### config.mk
export PLATFORM = sky130hd
export DESIGN_NAME = sha256_byte_stream_hasher_top_flat
export DESIGN_NICKNAME = d
export VERILOG_FILES = /design/src/design/sha256bsh_pkg.sv /design/src/design/sha256bsh_intf.sv /design/src/design/sha256bsh_core.sv /design/src/design/sha256_byte_stream_hasher_top.sv /design/src/flat_wrapper.sv
export VERILOG_INCLUDE_DIRS = /design/src /design/src/design
export SDC_FILE = /design/constraint.sdc
export NUM_CORES = 2
export LEC_CHECK = 0
export ABC_AREA = 1
export BUFFER_PORTS_ARGS = -buffer_cell sky130_fd_sc_hd__buf_4
export CAP_MARGIN = 20
export CORE_UTILIZATION = 37
export CTS_CLUSTER_DIAMETER = 30
export CTS_CLUSTER_SIZE = 12
export DETAILED_ROUTE_END_ITERATION = 10
export GPL_TIMING_DRIVEN = 0
export PLACE_DENSITY = 0.51
export SYNTH_ARGS = -nofsm -noshare
export SYNTH_HDL_FRONTEND = slang
export SYNTH_SLANG_ARGS = --single-unit
### constraint.sdc
create_clock -name clock -period 25 [get_ports clock]
set_input_delay 1.25 -clock clock [delete_from_list [all_inputs] [get_ports clock]]
set_output_delay 1.25 -clock clock [all_outputs]
set_load 0.1 [all_outputs]
### src/design/sha256_byte_stream_hasher_top_macros.svh
// assertion shorthands used by the top-level design file
`ifndef SHA256_BYTE_STREAM_HASHER_TOP_MACROS_SVH
`define SHA256_BYTE_STREAM_HASHER_TOP_MACROS_SVH

// condition implies consequence in the same cycle
`define ASSERT_SAME(label, pre, post, msg) \
   label: assert property (@(posedge clock) disable iff (reset) (pre) |-> (post)) \
      else $error(msg);

// condition implies consequence in the next cycle
`define ASSERT_NEXT(label, pre, post, msg) \
   label: assert property (@(posedge clock) disable iff (reset) (pre) |=> (post)) \
      else $error(msg);

`endif

### src/design/sha256bsh_pkg.sv
package sha256bsh_pkg;

   // request modes
   localparam logic MODE_ABSORB = 1'b0;
   localparam logic MODE_FINISH = 1'b1;

   // eight 32-bit hash words, element 0 is word a / H0
   typedef logic [7:0][31:0] word8_type;

   // control from the sequencer to the round datapath
   typedef struct packed {
      logic       push;       // shift one message byte into the window
      logic [7:0] push_byte;
      logic       load;       // copy chaining hash into working vars
      logic       sched;      // compute next schedule word
      logic       do_round;   // apply one compression round
      logic [5:0] t;          // round number
   } rctl_type;

endpackage

### src/design/sha256bsh_intf.sv
// request channel: one byte or a finish command per word
interface sha256bsh_req_intf;
   logic       valid;
   logic       ready;
   logic       mode;
   logic [7:0] data_byte;

   modport source (output valid, output mode, output data_byte, input ready);
   modport sink (input valid, input mode, input data_byte, output ready);
endinterface

// response channel: one digest word per word
interface sha256bsh_rsp_intf;
   logic        valid;
   logic        ready;
   logic [31:0] digest_word;
   logic [2:0]  word_index;
   logic        last;

   modport source (output valid, output digest_word, output word_index, output last,
                   input ready);
   modport sink (input valid, input digest_word, input word_index, input last,
                 output ready);
endinterface

### src/design/sha256bsh_core.sv
module sha256bsh_core (
   input  logic                   clock,
   input  sha256bsh_pkg::rctl_type ctl,
   input  sha256bsh_pkg::word8_type hash,
   output sha256bsh_pkg::word8_type wv
);

   localparam logic [31:0] ROUND_K [64] = '{
      32'h428A2F98, 32'h71374491, 32'hB5C0FBCF, 32'hE9B5DBA5,
      32'h3956C25B, 32'h59F111F1, 32'h923F82A4, 32'hAB1C5ED5,
      32'hD807AA98, 32'h12835B01, 32'h243185BE, 32'h550C7DC3,
      32'h72BE5D74, 32'h80DEB1FE, 32'h9BDC06A7, 32'hC19BF174,
      32'hE49B69C1, 32'hEFBE4786, 32'h0FC19DC6, 32'h240CA1CC,
      32'h2DE92C6F, 32'h4A7484AA, 32'h5CB0A9DC, 32'h76F988DA,
      32'h983E5152, 32'hA831C66D, 32'hB00327C8, 32'hBF597FC7,
      32'hC6E00BF3, 32'hD5A79147, 32'h06CA6351, 32'h14292967,
      32'h27B70A85, 32'h2E1B2138, 32'h4D2C6DFC, 32'h53380D13,
      32'h650A7354, 32'h766A0ABB, 32'h81C2C92E, 32'h92722C85,
      32'hA2BFE8A1, 32'hA81A664B, 32'hC24B8B70, 32'hC76C51A3,
      32'hD192E819, 32'hD6990624, 32'hF40E3585, 32'h106AA070,
      32'h19A4C116, 32'h1E376C08, 32'h2748774C, 32'h34B0BCB5,
      32'h391C0CB3, 32'h4ED8AA4A, 32'h5B9CCA4F, 32'h682E6FF3,
      32'h748F82EE, 32'h78A5636F, 32'h84C87814, 32'h8CC70208,
      32'h90BEFFFA, 32'hA4506CEB, 32'hBEF9A3F7, 32'hC67178F2
   };

   function automatic logic [31:0] rotr(input logic [31:0] x, input int unsigned n);
      rotr = (x >> n) | (x << (32 - n));
   endfunction

   // window: element 15 is the oldest word, element 0 the newest
   logic [15:0][31:0] win_ff, win_in;
   logic [511:0]      win_flat;
   logic [31:0]       w_ff, w_in;
   sha256bsh_pkg::word8_type wv_ff, wv_in;

   logic [31:0] w16, w15, w7, w2, ssig0, ssig1;
   logic [31:0] a, b, c, d, e, f, g, h;
   logic [31:0] bsig0, bsig1, ch, maj, t1, t2;

   assign win_flat = win_ff;

   // schedule taps at fixed window positions
   assign w16   = win_ff[15];
   assign w15   = win_ff[14];
   assign w7    = win_ff[6];
   assign w2    = win_ff[1];
   assign ssig0 = rotr(w15, 7) ^ rotr(w15, 18) ^ (w15 >> 3);
   assign ssig1 = rotr(w2, 17) ^ rotr(w2, 19) ^ (w2 >> 10);

   // round terms
   assign a     = wv_ff[0];
   assign b     = wv_ff[1];
   assign c     = wv_ff[2];
   assign d     = wv_ff[3];
   assign e     = wv_ff[4];
   assign f     = wv_ff[5];
   assign g     = wv_ff[6];
   assign h     = wv_ff[7];
   assign bsig0 = rotr(a, 2) ^ rotr(a, 13) ^ rotr(a, 22);
   assign bsig1 = rotr(e, 6) ^ rotr(e, 11) ^ rotr(e, 25);
   assign ch    = g ^ (e & (f ^ g));
   assign maj   = (a & b) | (c & (a | b));
   assign t1    = h + bsig1 + ch + ROUND_K[ctl.t] + w_ff;
   assign t2    = bsig0 + maj;

   // window and schedule word update
   always_comb begin
      win_in = win_ff;
      w_in   = w_ff;
      if (ctl.push) begin
         win_in = {win_flat[503:0], ctl.push_byte};
      end else if (ctl.sched) begin
         if (ctl.t[5:4] == 2'b00) begin
            w_in = w16;
         end else begin
            w_in = ssig1 + w7 + ssig0 + w16;
         end
         win_in = {win_ff[14:0], w_in};
      end
   end

   // working variables: load or one round
   always_comb begin
      wv_in = wv_ff;
      if (ctl.load) begin
         wv_in = hash;
      end else if (ctl.do_round) begin
         wv_in[7] = g;
         wv_in[6] = f;
         wv_in[5] = e;
         wv_in[4] = d + t1;
         wv_in[3] = c;
         wv_in[2] = b;
         wv_in[1] = a;
         wv_in[0] = t1 + t2;
      end
   end

   always_ff @(posedge clock) begin
      win_ff <= win_in;
      w_ff   <= w_in;
      wv_ff  <= wv_in;
   end

   assign wv = wv_ff;

endmodule

### src/design/sha256_byte_stream_hasher_top.sv
// SHA-256 hasher fed one message byte per request word. A request with mode 0
// absorbs data_byte and is taken whenever the hasher is idle; when it completes a
// 64-byte block the hasher is busy (64 rounds, each a schedule step and a round
// step on the one shared round unit, then the add into the chaining hash) before
// ready rises again. A request with mode 1 finishes the message: padding bytes
// (9 to 72 of them) are pushed one per cycle, paused while a full block is
// compressed as above; the padding fills one or two blocks, and then the eight
// digest words leave on the response channel, word 0 first, one per cycle as
// they are taken, last set on word 7. After the last word the hasher starts over
// with a new message. Ready is low whenever the block is busy.
`include "sha256_byte_stream_hasher_top_macros.svh"

module sha256_byte_stream_hasher_top (
   input  logic                     clock,
   input  logic                     reset,
   sha256bsh_req_intf.sink          req_ch,
   sha256bsh_rsp_intf.source        rsp_ch
);

   localparam logic [31:0] IV_WORDS [8] = '{
      32'h6A09E667, 32'hBB67AE85, 32'h3C6EF372, 32'hA54FF53A,
      32'h510E527F, 32'h9B05688C, 32'h1F83D9AB, 32'h5BE0CD19
   };
   localparam logic [7:0] PAD_MARK    = 8'h80;
   localparam logic [5:0] FILL_LEN    = 6'd56;
   localparam logic [5:0] FILL_LAST   = 6'd63;
   localparam logic [5:0] ROUND_LAST  = 6'd63;
   localparam logic [3:0] LEN_BYTES   = 4'd8;
   localparam logic [2:0] WORD_LAST   = 3'd7;

   typedef enum logic [5:0] {
      ST_IDLE  = 6'b000001,
      ST_PAD   = 6'b000010,
      ST_SCHED = 6'b000100,
      ST_ROUND = 6'b001000,
      ST_FOLD  = 6'b010000,
      ST_EMIT  = 6'b100000
   } state_type;

   state_type                 state_ff, state_in;
   logic [60:0]               count_ff, count_in;
   sha256bsh_pkg::word8_type  hash_ff, hash_in;
   logic [5:0]                t_ff, t_in;
   logic                      fin_ff, fin_in;
   logic                      mark_ff, mark_in;
   logic [3:0]                len_cnt_ff, len_cnt_in;
   logic [63:0]               len_ff, len_in;
   logic [2:0]                idx_ff, idx_in;

   sha256bsh_pkg::rctl_type   ctl;
   sha256bsh_pkg::word8_type  wv;
   logic [5:0]                fill;
   logic                      len_phase;
   logic [7:0]                pad_byte;
   logic                      last_round;
   logic                      last_taken;
   logic                      restarted;

   sha256bsh_core u_core (
      .clock (clock),
      .ctl   (ctl),
      .hash  (hash_ff),
      .wv    (wv)
   );

   // padding byte selection
   assign fill      = count_ff[5:0];
   assign len_phase = !mark_ff && ((len_cnt_ff != 4'd0) || (fill == FILL_LEN));
   always_comb begin
      if (mark_ff) begin
         pad_byte = PAD_MARK;
      end else if (len_phase) begin
         pad_byte = len_ff[63:56];
      end else begin
         pad_byte = 8'h00;
      end
   end

   // sequencer
   always_comb begin
      state_in   = state_ff;
      count_in   = count_ff;
      hash_in    = hash_ff;
      t_in       = t_ff;
      fin_in     = fin_ff;
      mark_in    = mark_ff;
      len_cnt_in = len_cnt_ff;
      len_in     = len_ff;
      idx_in     = idx_ff;
      ctl        = '0;
      ctl.t      = t_ff;
      case (state_ff)
         ST_IDLE: begin
            if (req_ch.valid) begin
               if (req_ch.mode == sha256bsh_pkg::MODE_ABSORB) begin
                  ctl.push      = 1'b1;
                  ctl.push_byte = req_ch.data_byte;
                  count_in      = count_ff + 61'd1;
                  if (fill == FILL_LAST) begin
                     ctl.load = 1'b1;
                     t_in     = 6'd0;
                     state_in = ST_SCHED;
                  end
               end else begin
                  len_in     = {count_ff, 3'b000};
                  fin_in     = 1'b1;
                  mark_in    = 1'b1;
                  len_cnt_in = 4'd0;
                  state_in   = ST_PAD;
               end
            end
         end
         ST_PAD: begin
            ctl.push      = 1'b1;
            ctl.push_byte = pad_byte;
            count_in      = count_ff + 61'd1;
            mark_in       = 1'b0;
            if (len_phase) begin
               len_in     = {len_ff[55:0], 8'h00};
               len_cnt_in = len_cnt_ff + 4'd1;
            end
            if (fill == FILL_LAST) begin
               ctl.load = 1'b1;
               t_in     = 6'd0;
               state_in = ST_SCHED;
            end
         end
         ST_SCHED: begin
            ctl.sched = 1'b1;
            state_in  = ST_ROUND;
         end
         ST_ROUND: begin
            ctl.do_round = 1'b1;
            t_in         = t_ff + 6'd1;
            state_in     = (t_ff == ROUND_LAST) ? ST_FOLD : ST_SCHED;
         end
         ST_FOLD: begin
            for (int i = 0; i < 8; i++) begin
               hash_in[i] = hash_ff[i] + wv[i];
            end
            if (len_cnt_ff == LEN_BYTES) begin
               idx_in   = 3'd0;
               state_in = ST_EMIT;
            end else if (fin_ff) begin
               state_in = ST_PAD;
            end else begin
               state_in = ST_IDLE;
            end
         end
         ST_EMIT: begin
            // shift the digest out and the initial values in behind it
            if (rsp_ch.ready) begin
               for (int i = 0; i < 7; i++) begin
                  hash_in[i] = hash_ff[i + 1];
               end
               hash_in[7] = IV_WORDS[idx_ff];
               idx_in     = idx_ff + 3'd1;
               if (idx_ff == WORD_LAST) begin
                  count_in   = '0;
                  fin_in     = 1'b0;
                  len_cnt_in = 4'd0;
                  state_in   = ST_IDLE;
               end
            end
         end
         default: begin
            state_in = ST_IDLE;
         end
      endcase
   end

   always_ff @(posedge clock) begin
      if (reset) begin
         state_ff   <= ST_IDLE;
         count_ff   <= '0;
         fin_ff     <= 1'b0;
         mark_ff    <= 1'b0;
         len_cnt_ff <= 4'd0;
         for (int i = 0; i < 8; i++) begin
            hash_ff[i] <= IV_WORDS[i];
         end
      end else begin
         state_ff   <= state_in;
         count_ff   <= count_in;
         fin_ff     <= fin_in;
         mark_ff    <= mark_in;
         len_cnt_ff <= len_cnt_in;
         hash_ff    <= hash_in;
      end
   end

   // datapath registers without reset
   always_ff @(posedge clock) begin
      t_ff   <= t_in;
      len_ff <= len_in;
      idx_ff <= idx_in;
   end

   // channel outputs
   assign req_ch.ready       = (state_ff == ST_IDLE);
   assign rsp_ch.valid       = (state_ff == ST_EMIT);
   assign rsp_ch.digest_word = hash_ff[0];
   assign rsp_ch.word_index  = idx_ff;
   assign rsp_ch.last        = (idx_ff == WORD_LAST);

   // terms for the checks
   assign last_round = (state_ff == ST_ROUND) && (t_ff == ROUND_LAST);
   assign last_taken = rsp_ch.valid && rsp_ch.ready && rsp_ch.last;
   assign restarted  = (hash_ff[0] == IV_WORDS[0]) && (count_ff == '0);

   // checks
   `ASSERT_SAME(a_no_overlap, rsp_ch.valid, !req_ch.ready, "digest out while taking requests")
   `ASSERT_SAME(a_emit_padded, rsp_ch.valid, len_cnt_ff == LEN_BYTES, "digest before length")
   `ASSERT_NEXT(a_fold_after_last, last_round, state_ff == ST_FOLD, "no fold after last round")
   `ASSERT_NEXT(a_iv_restored, last_taken, restarted, "hash not restarted")

endmodule
### src/flat_wrapper.sv
// flat-port wrapper written by rule: the top's interface ports become plain ports
module sha256_byte_stream_hasher_top_flat 
  (clock, reset, req_ch_valid, req_ch_mode, req_ch_data_byte, req_ch_ready, rsp_ch_valid, rsp_ch_digest_word, rsp_ch_word_index, rsp_ch_last, rsp_ch_ready);
  sha256bsh_req_intf req_ch_i ();
  sha256bsh_rsp_intf rsp_ch_i ();
  input  logic clock;
  input  logic reset;
  input wire logic [$bits(req_ch_i.valid)-1:0] req_ch_valid;
  input wire logic [$bits(req_ch_i.mode)-1:0] req_ch_mode;
  input wire logic [$bits(req_ch_i.data_byte)-1:0] req_ch_data_byte;
  output wire logic [$bits(req_ch_i.ready)-1:0] req_ch_ready;
  output wire logic [$bits(rsp_ch_i.valid)-1:0] rsp_ch_valid;
  output wire logic [$bits(rsp_ch_i.digest_word)-1:0] rsp_ch_digest_word;
  output wire logic [$bits(rsp_ch_i.word_index)-1:0] rsp_ch_word_index;
  output wire logic [$bits(rsp_ch_i.last)-1:0] rsp_ch_last;
  input wire logic [$bits(rsp_ch_i.ready)-1:0] rsp_ch_ready;
  assign req_ch_i.valid = req_ch_valid;
  assign req_ch_i.mode = req_ch_mode;
  assign req_ch_i.data_byte = req_ch_data_byte;
  assign req_ch_ready = req_ch_i.ready;
  assign rsp_ch_valid = rsp_ch_i.valid;
  assign rsp_ch_digest_word = rsp_ch_i.digest_word;
  assign rsp_ch_word_index = rsp_ch_i.word_index;
  assign rsp_ch_last = rsp_ch_i.last;
  assign rsp_ch_i.ready = rsp_ch_ready;
  sha256_byte_stream_hasher_top u_core (.clock(clock), .reset(reset), .req_ch(req_ch_i), .rsp_ch(rsp_ch_i));
endmodule
## Yosys cells after proc, flatten, opt, wreduce, memory -nomap -nowiden

Memories as Yosys holds them, arrays and structs flattened.
Index checks and enable logic that the tools add are counted.

- Memories: 2
- Bits in latches: 0
- Memory bits (read-only): 2304
- Output and inout port bits: 38
- Bits in writable memories: 0
- Input port bits: 13
- Register bits: 1202
- Logic and storage cells: 191

Memories:

| name | depth | bits a word | read ports | clocked after memory_dff | write ports | RTL line | text |
|---|---|---|---|---|---|---|---|
| (no name shown) | 64 | 32 | 1 | 0 | 0 | sha256bsh_core.sv:64 | `assign t1 = h + bsig1 + ch + ROUND_K[ctl.t] + w_ff;` |
| (no name shown) | 8 | 32 | 1 | 0 | 0 | sha256_byte_stream_hasher_top.sv:156 | `hash_in[7] = IV_WORDS[idx_ff];` |

- Bitwise gates (word level): 28
- Order comparisons: 2
- Reduce and logical (&&, ||, !) cells: 22
- Shifts and indexed selects: 0
- Divide/modulo/power cells: 0
- Equal/unequal tests: 18
- Multiplexer cells: 56
- $add $sub $neg: 22
- Multiply operators: 0

Operators with widths:

| kind | number |
|---|---|
| 2-to-1 mux 512 bit | 2 |
| 2-to-1 mux 256 bit | 3 |
| adder 32 bit | 18 |
| one-hot mux 256 bit (2 select lines) | 1 |
| bitwise XOR 32 bit | 8 |
| 2-to-1 mux 61 bit | 4 |
| 2-to-1 mux 64 bit | 3 |
| one-hot mux 61 bit (3 select lines) | 1 |
| 2-to-1 mux 32 bit | 5 |
| one-hot mux 64 bit (2 select lines) | 1 |
| AND 32 bit | 3 |
| OR 32 bit | 2 |
| adder 61 x 1 -> 61 bit (second input constant) | 1 |
| 2-to-1 mux 6 bit | 9 |
| one-hot mux 6 bit (6 select lines) | 1 |
| OR 10 x 32 -> 32 bit | 1 |
| OR 13 x 32 -> 32 bit | 1 |
| OR 14 x 32 -> 32 bit | 1 |
| OR 15 x 32 -> 32 bit | 1 |
| OR 19 x 32 -> 32 bit | 1 |
| OR 21 x 32 -> 32 bit | 1 |
| OR 25 x 32 -> 32 bit | 1 |
| OR 26 x 32 -> 32 bit | 1 |
| OR 30 x 32 -> 32 bit | 1 |
| 45 further kinds | 77 |

## Depth between registers and ports, before layout

- Depth after elaboration: 10
- Mapped depth: 37
- Mapped depth without buffers: 36

## By module

From an unflattened synthesis, not the netlist that was laid out.

- Cells, all modules: 12246
- Area total of the unflattened synthesis: 88268.4 um^2

Modules (own cells, without submodules):

| module | area each (um^2) | instances | sequential area each (um^2) | cells each |
|---|---|---|---|---|
| sha256bsh_core | 51645.8 | 1 | 24023.0 | 6047 |
| sha256_byte_stream_hasher_top | 36622.6 | 1 | 8688.3 | 6199 |

## Worst setup path after synthesis

Ideal clock, no wire load.

- Path type: flip-flop to flip-flop
- Start: register u_core.state_ff[2]
- End: register u_core.u_core.win_ff (netlist bit u_core.u_core.w15[0]) (enable)
- Slack: 9.288 ns
- Stages on the path, launching flop included: 5
- Buffers on the path: 0
- Required time: 24.098 ns
- Period minus slack after synthesis: 15.712 ns
- Library setup time: 0.902 ns
- Arrival: 14.811 ns
- Cells stage by stage: dfxtp_1 inv_1 nor4_1 inv_1 nand2_1

- Word-level cells in the longest chain between the ends: 3
- Elaborated cells between the ends (all ways): 6
- Those cells by class: eq/ne: 3; mux: 2; reduce/logical: 1

Ends and longest elaborated chain:

| what | RTL line | text |
|---|---|---|
| start: declaration | sha256_byte_stream_hasher_top.sv:40 | `state_type state_ff, state_in;` |
| start signal: assignment | sha256_byte_stream_hasher_top.sv:183 | `state_ff <= state_in;` |
| == test 6 x 2 -> 1 bit, or another cell as far along | sha256_byte_stream_hasher_top.sv:92 | `case (state_ff)` |
| one-hot mux 10 bit (2 select lines) / 2-to-1 mux 1 bit (equally long branches) | sha256_byte_stream_hasher_top.sv:92 |  |
| nonzero test 2 bit (no line) * | n/a |  |
| end signal: assignment | sha256bsh_core.sv:101 | `win_ff <= win_in;` |
| end: declaration | sha256bsh_core.sv:32 | `logic [15:0][31:0] win_ff, win_in;` |

Mark *: on every way between the ends. The rest lies on a longest branch, timed or not.
A chain may end at the register's enable or synchronous reset.

==> reports/results.tsv <==
stage	metric	value	unit
cells_and_area	area_overhead_vs_synth	19.7	%
detailed_routing	ant_nets	0	
logic_synthesis	synth.yosys.seq_area_share	37.8	%
cts	postCtsResizedCells	0	
power	cellPowerDensity	82.3	mW/mm^2
cts	cts-htree-levels	5	
floorplan	io_pins	51	
cts	clock_tree.buffer_depth	4	
logic_synthesis	postSynthRegisterBits	1199	
floorplan	core_area	0.233	mm^2
sta	setup_viol_count_final	0	
detailed_routing	detailed_router_s_first_iteration_violation_count	13200	
cells_and_area	finish.instance_area	0.104	mm^2
sta	hold_viol_final	0	
power	seq_power_share	28.3	%
grt	grt_max_degree	73	
worst_setup_path	crit_path_max_incr_delay	1090	ps
worst_setup_path	setup.worst_path.start_class	flop	
cts	cts_setup_buffers	0	
power	netSwitchingFraction	30.1	%
cts	clk_root_buffer_cell	clkbuf_16	
logic_synthesis	synth_top_cell_area_share	30.2	%
logic_synthesis	netlist_top_cells_area	edfxtp_1, nand2_1, dfxtp_1	
worst_setup_path	worst-endpoint-arrival	10960	ps
placed_design	post-place-cells	14600	
floorplan	die_footprint	0.236	mm^2
worst_setup_path	crit_type	reg -> reg	
logic_synthesis	synth.yosys.warnings	0	
sta	minimum_period_implied_by_the_final_worst_setup_slack	10310	ps
cells_and_area	multiInputGateArea	0.0463	mm^2
power	power.combinational.fraction	18.7	%
sta	timing.final.crit_share	41.2	%
cts	tritoncts_sinks	1199	
logic_synthesis	synth_enable_flop_cells	870	
logic_synthesis	synth_area_per_cell	7.55	um^2
grt	first_global_vias	82500	
grt	globalRoute.totalOverflow	0	
placed_design	port-buffer-count	50	
worst_setup_path	worstPathRequired	25650	ps
hold_path	hold_path_class	reg -> reg	
floorplan	start_util	37.2	%
sta	fin_worst_skew	87.6	ps
grt	number_of_antenna_violations_at_the_first_check_in_global_routing	48	
run	maxCapViolations	0	
sta	worst_pin_slew	1290	ps
power	power_share_of_the_clock_group	53.0	%
grt	gr-usage-all-layers	39.6	%
placed_design	gp_congestion	1.05	
detailed_routing	detail_route.drc_violations	0	
power	irDropWorstVdd	0.0754	mV
floorplan	die_height	485	um
run_status	run_status	complete, no violations	
cts	numCtsBuffers	349	
cts	worst_setup_hold_path_clk_slew	40	ps
power	total_switching_power	2.57	mW
detailed_routing	drt-wirelength-per-cell	31.5	um
floorplan	num_rows	177	
logic_synthesis	async_reset_ff_share	0	%
cts	clk-insertion-delay-late	990	ps
detailed_routing	total_length_of_routed_wires	480	mm
sta	timing.fmax	0.0970	GHz
worst_setup_path	critPathSlowestCell	a221oi_1	
cells_and_area	regArea	0.0327	mm^2
sta	grt_setup_unrepaired	no	
sta	slew_viol_final	0	
logic_synthesis	synth.cell_area	0.0865	mm^2
cts	holdBufCountCts	0	
placed_design	postPlaceCellArea	0.0917	mm^2
worst_setup_path	maximum_net_fanout_on_the_critical_path	11	
placed_design	hpwl	387	mm
cells_and_area	drive_gt1_share	8.26	%
sta	max_slew_margin	14.0	%
logic_synthesis	synthCells	11400	
sta	total_negative_slack	0	ps
cts	tritoncts	yes	
detailed_routing	routed_via_count	88700	
floorplan	die_w	485	um
grt	grt_pass1_wl	650	mm
logic_synthesis	synth_ff_type	edfxtp_1	
logic_synthesis	netlist.top_cell.by_area	edfxtp_1	
worst_setup_path	timing.critical_path.to_type	flop	
power	cellLeakagePower	47.0	nW
power	p_int	5.95	mW
cells_and_area	final_cells	15200	
detailed_routing	first_pass_iters	8	
logic_synthesis	synth.net_count	12100	
logic_synthesis	synth.lib_cells_used.distinct	64	
cells_and_area	fill_cells	23700	
cells_and_area	nNetsFinal	12500	
detailed_routing	viasPerCell	5.82	
[routing by layer]
metal / vias to the layer above / GRT usage, % / part of all wire (%)
met5: - / 0.735 / 0.10
met4: 34 / 16.7 / 4.7
met3: 926 / 12.8 / 13
met2: 5781 / 54.8 / 39
met1: 43100 / 55.8 / 43
li1: 38800 / - / -
[cell usage in the layout (no fill, tap or decap), types with 329 or more instances in the layout]
cell | Yosys | routed
nor2_1 | 698 | 698
inv_1 | 1353 | 1353
clkbuf_16 | 0 | 357
edfxtp_1 | 870 | 870
ha_1 | 409 | 409
a21oi_1 | 739 | 739
nand3_1 | 581 | 581
o21ai_0 | 859 | 855
nand2_1 | 3424 | 3422
dfxtp_1 | 329 | 329
[cell type report]
cell class	instances	area share [%]
well taps	3043	3.68
flip-flops and latches	1199	31.6
repair buffers	109	1.30
diodes	18	0.0435
inverters	1366	4.95
multi-input cells	8355	44.7
clock inverters	186	2.22
clock buffers	431	9.16
plain buffers	527	2.36
[sequential cells by signal (all words and copies together), names as in the netlist, 61 cells and up]
name / flops
u_core.count_ff: 61
u_core.hash_ff: 224
u_core.len_ff: 61
u_core.u_core.win_ff: 384
[final timing paths]
kind,from,slack [ps],cells after the start,to
max,u_core.t_ff[0],14690,26,u_core.u_core.a[31]
min,u_core.fin_ff,480,2,u_core.fin_ff
max reg2reg,u_core.t_ff[0],14690,26,u_core.u_core.a[31]
min reg2reg,u_core.fin_ff,480,2,u_core.fin_ff
[power groups by stage]
| stage | logic (mW) | clock network (mW) | registers [mW] |
|---|---|---|---|
| 4_1_cts | 1.55 | 4.52 | 2.41 |
| 2_1_floorplan | 0.962 | 0 | 2.45 |
| 6_report | 1.59 | 4.52 | 2.41 |
| 3_5_place_dp | 1.54 | 0 | 2.44 |
| 3_3_place_gp | 1.52 | 0 | 2.51 |
| 5_1_grt | 1.71 | 4.63 | 2.42 |
[cell families (layout without fill, tap and decap cells)]
kind of cell | Yosys count | count (layout) | synth area share, %
XOR/XNOR | 474 | 474 | 4.80
AND/OR/NAND/NOR | 5112 | 5112 | 24.1
AO/OA/AOI/OAI | 2141 | 2141 | 13.8
other | 0 | 18 | 0
adder cells (fa/ha/maj) | 627 | 627 | 10.7
flip-flops | 1199 | 1199 | 37.8
buffers and inverters | 1893 | 2619 | 8.73
multiplexers | 1 | 1 | 0.0116
[cell usage after synthesis (137+ instances only)]
| cell type | instances |
|---|---|
| dfxtp_1 | 329 |
| nor2_1 | 698 |
| nor3_1 | 137 |
| clkbuf_1 | 249 |
| ha_1 | 409 |
| inv_1 | 1353 |
| nand2_1 | 3424 |
| nand4_1 | 138 |
| edfxtp_1 | 870 |
| xor2_1 | 272 |
| xnor2_1 | 202 |
| buf_2 | 214 |
| nand3_1 | 581 |
| fa_1 | 197 |
| o21ai_0 | 859 |
| a21oi_1 | 739 |
[through the flow]
step	hold slack (ps)	utilization, %	setup slack, ps	total power [mW]
global placement	471	39.0	-777	4.03
CTS	485	44.5	14780	8.48
floorplan	447	-	9290	3.41
finish	485	44.5	14690	8.52
detailed placement	475	39.4	14830	3.98
global route	499	44.5	14470	8.77
[critical path, delay by kind of cell (launching register included)]
| family | cells | cell delay, ps |
|---|---|---|
| buffers and inverters | 3 | 1110 |
| DFF | 1 | 540 |
| adders and majority gates | 5 | 2190 |
| xor gates and xnor gates | 1 | 890 |
| and+or+nand+nor | 12 | 2870 |
| AOI/OAI and AO/OA | 5 | 2390 |
(Power assumes the default switching activity.)
